--- config.mk ---
export PLATFORM = sky130hd
export DESIGN_NAME = beq_cell
export DESIGN_NICKNAME = d
export VERILOG_FILES = /design/src/design/beq_pkg.sv /design/src/design/beq_cell.sv
export SDC_FILE = /design/constraint.sdc
export NUM_CORES = 2
export LEC_CHECK = 0
export BUFFER_PORTS_ARGS = -buffer_cell sky130_fd_sc_hd__buf_2
export CORE_ASPECT_RATIO = 1.75
export CORE_MARGIN = 3
export CORE_UTILIZATION = 52
export CTS_CLUSTER_DIAMETER = 80
export CTS_CLUSTER_SIZE = 16
export DETAILED_ROUTE_END_ITERATION = 6
export MAX_ROUTING_LAYER = met4
export PLACE_DENSITY = 0.78
export SLEW_MARGIN = 20
export SYNTH_ARGS = -nofsm -noshare
export SYNTH_HDL_FRONTEND = slang
export SYNTH_SLANG_ARGS = --single-unit
--- constraint.sdc ---
create_clock -name clk -period 9.1 [get_ports clk]
set_input_delay 1.82 -clock clk [delete_from_list [all_inputs] [get_ports clk]]
set_output_delay 1.82 -clock clk [all_outputs]
set_load 0.01 [all_outputs]
--- src/design/beq_pkg.sv ---
// Shared types and constants for the three-stage biquad equalizer.
package beq_pkg;

  localparam int STAGES    = 3;
  localparam int CFG_IDX_W = 3;

  typedef enum logic [CFG_IDX_W-1:0] {
    REG_LOW_B  = 3'd0,
    REG_LOW_A  = 3'd1,
    REG_PEAK_B = 3'd2,
    REG_PEAK_A = 3'd3,
    REG_HIGH_B = 3'd4,
    REG_HIGH_A = 3'd5
  } cfg_reg_t;

  typedef enum logic [1:0] {
    CS_IDLE,
    CS_MAC,
    CS_RND,
    CS_HOLD
  } cell_state_t;

  typedef enum logic [2:0] {
    TAP_B0,
    TAP_B1,
    TAP_B2,
    TAP_A1,
    TAP_A2,
    TAP_END
  } tap_t;

  typedef struct packed {
    logic valid;
    logic bypass;
    logic chan;
  } cell_ctl_t;

endpackage

--- src/design/beq_cell.sv ---
// One biquad cell: serial MAC over five taps, round and saturate (or bypass), hand on.
module beq_cell import beq_pkg::*; #(
  parameter int CHANNELS     = 2,
  parameter int SAMPLE_WIDTH = 24,
  parameter int COEF_WIDTH   = 20
) (
  input  logic                           clk,
  input  logic                           rst_n,
  input  cell_ctl_t                      in_ctl,
  input  logic signed [SAMPLE_WIDTH-1:0] in_sample,
  output logic                           in_ready,
  input  logic [3*COEF_WIDTH-1:0]        coef_b,
  input  logic [2*COEF_WIDTH-1:0]        coef_a,
  output cell_ctl_t                      out_ctl,
  output logic signed [SAMPLE_WIDTH-1:0] out_sample,
  input  logic                           out_ready
);

  localparam int SW   = SAMPLE_WIDTH;
  localparam int CW   = COEF_WIDTH;
  localparam int PW   = SW + CW;
  localparam int AW   = PW + 3;
  localparam int FRAC = CW - 4;
  localparam int CH_W = (CHANNELS > 1) ? $clog2(CHANNELS) : 1;

  localparam logic signed [AW-1:0] RND_HALF = AW'(1) << (FRAC - 1);
  localparam logic signed [AW-1:0] SAT_HI   = $signed({{(AW-SW+1){1'b0}}, {(SW-1){1'b1}}});
  localparam logic signed [AW-1:0] SAT_LO   = ~SAT_HI;

  cell_state_t state_r, state_nxt;
  tap_t        tap_r;
  logic        prod_vld_r;
  logic        neg_r;
  logic        bypass_r;
  logic        chan_r;
  logic        accept;
  logic        out_vld;

  logic signed [SW-1:0] x_r;
  logic signed [SW-1:0] y_r;
  logic signed [PW-1:0] prod_r, prod_nxt;
  logic signed [AW-1:0] acc_r;
  logic signed [AW-1:0] addend;
  logic signed [AW-1:0] acc_rnd;
  logic signed [AW-1:0] acc_sh;
  logic signed [SW-1:0] y_sat;
  logic signed [CW-1:0] c_sel;
  logic signed [SW-1:0] d_sel;
  logic [CH_W-1:0]      ch_idx;

  logic signed [SW-1:0] xh1_r [CHANNELS];
  logic signed [SW-1:0] xh2_r [CHANNELS];
  logic signed [SW-1:0] yh1_r [CHANNELS];
  logic signed [SW-1:0] yh2_r [CHANNELS];

  always_ff @(posedge clk) begin
    if (!rst_n) begin
      state_r <= CS_IDLE;
    end else begin
      state_r <= state_nxt;
    end
  end

  always_comb begin
    state_nxt = state_r;
    in_ready  = 1'b0;
    out_vld   = 1'b0;
    case (state_r)
      CS_IDLE: begin
        in_ready = 1'b1;
        if (in_ctl.valid) state_nxt = CS_MAC;
      end
      CS_MAC: begin
        if (tap_r == TAP_END) state_nxt = CS_RND;
      end
      CS_RND: begin
        state_nxt = CS_HOLD;
      end
      CS_HOLD: begin
        out_vld = 1'b1;
        if (out_ready) state_nxt = CS_IDLE;
      end
      default: begin
        state_nxt = CS_IDLE;
      end
    endcase
  end

  assign accept         = in_ready && in_ctl.valid;
  assign out_ctl.valid  = out_vld;
  assign out_ctl.bypass = bypass_r;
  assign out_ctl.chan   = chan_r;
  assign out_sample     = y_r;
  assign ch_idx         = CH_W'(chan_r);

  // pick coefficient and operand for the current tap
  always_comb begin
    case (tap_r)
      TAP_B0: begin
        c_sel = coef_b[3*CW-1:2*CW];
        d_sel = x_r;
      end
      TAP_B1: begin
        c_sel = coef_b[2*CW-1:CW];
        d_sel = xh1_r[ch_idx];
      end
      TAP_B2: begin
        c_sel = coef_b[CW-1:0];
        d_sel = xh2_r[ch_idx];
      end
      TAP_A1: begin
        c_sel = coef_a[2*CW-1:CW];
        d_sel = yh1_r[ch_idx];
      end
      TAP_A2: begin
        c_sel = coef_a[CW-1:0];
        d_sel = yh2_r[ch_idx];
      end
      default: begin
        c_sel = '0;
        d_sel = '0;
      end
    endcase
  end

  assign prod_nxt = c_sel * d_sel;
  assign addend   = neg_r ? -AW'(prod_r) : AW'(prod_r);

  // round half up, then saturate to the sample range
  assign acc_rnd = acc_r + RND_HALF;
  assign acc_sh  = acc_rnd >>> FRAC;

  always_comb begin
    if (acc_sh > SAT_HI) begin
      y_sat = SAT_HI[SW-1:0];
    end else if (acc_sh < SAT_LO) begin
      y_sat = SAT_LO[SW-1:0];
    end else begin
      y_sat = acc_sh[SW-1:0];
    end
  end

  always_ff @(posedge clk) begin
    if (!rst_n) begin
      tap_r      <= TAP_B0;
      prod_vld_r <= 1'b0;
    end else begin
      prod_vld_r <= (state_r == CS_MAC) && (tap_r != TAP_END);
      if (accept) begin
        tap_r <= TAP_B0;
      end else if ((state_r == CS_MAC) && (tap_r != TAP_END)) begin
        tap_r <= tap_t'(tap_r + 3'd1);
      end
    end
  end

  always_ff @(posedge clk) begin
    prod_r <= prod_nxt;
    neg_r  <= (tap_r == TAP_A1) || (tap_r == TAP_A2);
    if (accept) begin
      x_r      <= in_sample;
      bypass_r <= in_ctl.bypass;
      chan_r   <= in_ctl.chan;
      acc_r    <= '0;
    end else if (prod_vld_r) begin
      acc_r <= acc_r + addend;
    end
    if (state_r == CS_RND) begin
      y_r <= bypass_r ? x_r : y_sat;
    end
  end

  // history sets, one per channel; untouched for a channel without one
  always_ff @(posedge clk) begin
    if (!rst_n) begin
      for (int i = 0; i < CHANNELS; i++) begin
        xh1_r[i] <= '0;
        xh2_r[i] <= '0;
        yh1_r[i] <= '0;
        yh2_r[i] <= '0;
      end
    end else if ((state_r == CS_RND) && !bypass_r) begin
      xh2_r[ch_idx] <= xh1_r[ch_idx];
      xh1_r[ch_idx] <= x_r;
      yh2_r[ch_idx] <= yh1_r[ch_idx];
      yh1_r[ch_idx] <= y_sat;
    end
  end

`ifndef SYNTHESIS
  a_start_clean: assert property (@(posedge clk) disable iff (!rst_n)
    accept |=> (state_r == CS_MAC) && (tap_r == TAP_B0) && (acc_r == '0))
    else $error("cell did not start a clean accumulation");

  a_last_tap: assert property (@(posedge clk) disable iff (!rst_n)
    ((state_r == CS_MAC) && (tap_r == TAP_END)) |=> (state_r == CS_RND))
    else $error("cell did not round after the last tap");

  a_drained: assert property (@(posedge clk) disable iff (!rst_n)
    (state_r == CS_RND) |-> !prod_vld_r)
    else $error("product still in flight at rounding");

  a_bypass: assert property (@(posedge clk) disable iff (!rst_n)
    ((state_r == CS_RND) && bypass_r) |=> (out_sample == $past(x_r)))
    else $error("bypassed word was altered");
`endif

endmodule

==> impl_metrics.ini <==
[floorplan]
core_sq_um = 67600
die_area_sq_um = 71800
die_h_um = 352
row_count = 126
dieWidth_um = 204
initial_core_util_pct = 52.6
num_io_pins = 158

[route]
routed.top_layer = met4
wl_met3_mm = 6.42
drc = 0
drtPass1Iterations = 6
routedWlPerCell_um = 22.3
met1_length_mm = 34.6
avgViaCountPerCell = 5.82
first_iter_violations = 2154
vias = 28300
drtAntennaViolNets = 0
drt-total-wl_mm = 109
wl_met2_mm = 56.4

[critical_path]
worstPathArrival_ns = 9.26
critPathMostFrequentCell = fa_1
cp_max_fo = 3
ff2ff_path_depth = 33
r2r_slack_ns = 0.41
crit_path_max_incr_delay_ns = 0.66
worstPathRequired_ns = 9.56
cp-start-kind = input port
setup.worst_path.end_class = flip-flop
crit_type = input port to flip-flop
slowest_stage = fa_1

[finish]
seq_area_sq_um = 9260
fin_nets = 4750
area_delta_synth_final_pct = 10.2
nFillCells = 5753
final_cell_mix = inv_1, fa_1, nor2_1
drive_gt1_share_pct = 11.1
final_common_cell = inv_1
final_area_sq_um = 39200
multiInputGateArea_sq_um = 23400

[hold_path]
hold-path-cell-count = 2
hold_path_class = flip-flop to flip-flop

[cts]
cts_buffer_depth = 3
insertion_delay_ns = 0.59
clock_tree.root_cell = clkbuf_16
holdBufCountCts = 0
cts_sinks = 341
cts_tree = done
cts_setup_buffers = 0
clkSlewWorstSetupHoldPaths_ns = 0.08
cts_buffers = 25
htree_levels = 1
ctsResizeCount = 0

[grt]
antenna_found_initial = 6
grt_usage_pct = 31.3
grt_remaining_overflow = 0
grt_max_degree = 76
grt_pass1_vias = 30000
grt_pass1_wl_mm = 166

[timing]
tightest_slew_ns = 1.15
fin_skew_ns = 0.0384
timing.final.hold_violations = 0
relSlewSlack_pct = 23.2
setup_viol = 0
min_period_ns = 8.79
max_freq_ghz = 0.114
period_share_pct = 96.6
rsz0062_at_grt = false
drv_slew = 0

[yosys]
postSynthRegisterBits = 341
yosysUniqueCellTypes = 72
ys.flop_type = edfxtp_1
ys_seq_area_share_pct = 26.0
syn-cell-area_sq_um = 35600
ys_warn_count = 0
syn_nets = 4552
synth_edf_count = 242
synthCells = 3756
async_reset_ff_share_pct = 0
syn_area_per_cell_sq_um = 9.48

[placement]
port_buffers = 157
dpl_cell_area_sq_um = 38500
dp_hpwl_mm = 87.4
gp_congestion = 1.04

[flow_run]
maxCapViolCount = 0

[status]
status = finished clean
-- path summary, 6_finish.rpt --
path / end / start
max: prod_r[42] / coef_a[25]
min reg2reg: acc_r[13] / acc_r[13]
max reg2reg: prod_r[42] / tap_r[0]
min: acc_r[13] / acc_r[13]
-- final cells by class --
type                    instances  share of cell area, %
multi-input cells            2602                   59.7
inverters                     637                   6.10
clock buffers                  39                   1.73
flip-flops and latches        341                   23.6
diodes                          4                 0.0255
clock inverters                 3                 0.0925
well taps                     896                   2.86
repair buffers                347                   5.93
-- layer usage --
metal	up-vias	global-route usage (%)
met5	-	-
met4	0	25.1
met3	520	3.16
met2	1258	54.6
met1	14100	31.5
li1	12500	-
-- cells by family after synthesis --
family,count (synthesis),share of synthesized area (%)
adder cells (fa/ha/maj),666,33.8
multiplexers,149,4.24
buffers and inverters,813,8.60
AND/OR/NAND/NOR,1107,13.8
XOR/XNOR,156,3.84
flip-flops,341,26.0
AO/OA/AOI/OAI,524,9.73
-- state kept, by name, indices dropped and copies added, names as in the netlist, named ones only --
signal / flops
out_sample: 24
xh2_r: 48
acc_r: 47
ch_idx: 1
prod_r: 44
x_r: 24
yh2_r: 48
bypass_r: 1
prod_vld_r: 1
tap_r: 3
yh1_r: 48
state_r: 2
neg_r: 1
xh1_r: 48
-- critical path, delay by kind of cell --
kind | cells | cell delay, ns
adders and majority gates | 8 | 4.06
AOI/OAI and AO/OA | 10 | 1.91
buffers and inverters | 7 | 0.72
and+or+nand+nor | 3 | 0.58
muxes | 1 | 0.17
-- stage by stage --
stage	utilization, %	hold slack (ns)	setup WS, ns	TNS (ns)	cells
2_1_floorplan	-	0.445	0.244	0	3756
5_1_grt	58.0	0.499	0.00172	0	4869
3_3_place_gp	56.9	0.458	-0.232	-0.906	4823
4_1_cts	58.0	0.487	0.319	0	4865
3_5_place_dp	56.9	0.473	-0.292	-1.49	4823
6_report	58.0	0.489	0.309	0	4869
-- cell usage after synthesis, drive strengths merged, types with 27 or more instances --
| library cell | count | area [sq um] |
|---|---|---|
| xnor2 | 118 | 1030 |
| nor3 | 35 | 180 |
| a22oi | 28 | 210 |
| o21ai | 74 | 370 |
| ha | 172 | 2150 |
| a21oi | 146 | 731 |
| a211oi | 27 | 203 |
| o22ai | 28 | 175 |
| clkbuf | 153 | 574 |
| nor2b | 39 | 244 |
| edfxtp | 242 | 7270 |
| nand2 | 388 | 1460 |
| a31oi | 33 | 206 |
| inv | 636 | 2390 |
| fa | 494 | 9890 |
| a21o | 37 | 278 |
| and2 | 100 | 626 |
| mux2i | 134 | 1340 |
| nand3 | 45 | 225 |
| xor2 | 38 | 333 |
| nor2 | 405 | 1520 |
| dfxtp | 99 | 1980 |
Power is left out: the tool's default activity adds up to more than one toggle a clock period on the data nets, which glitch-free logic cannot reach.
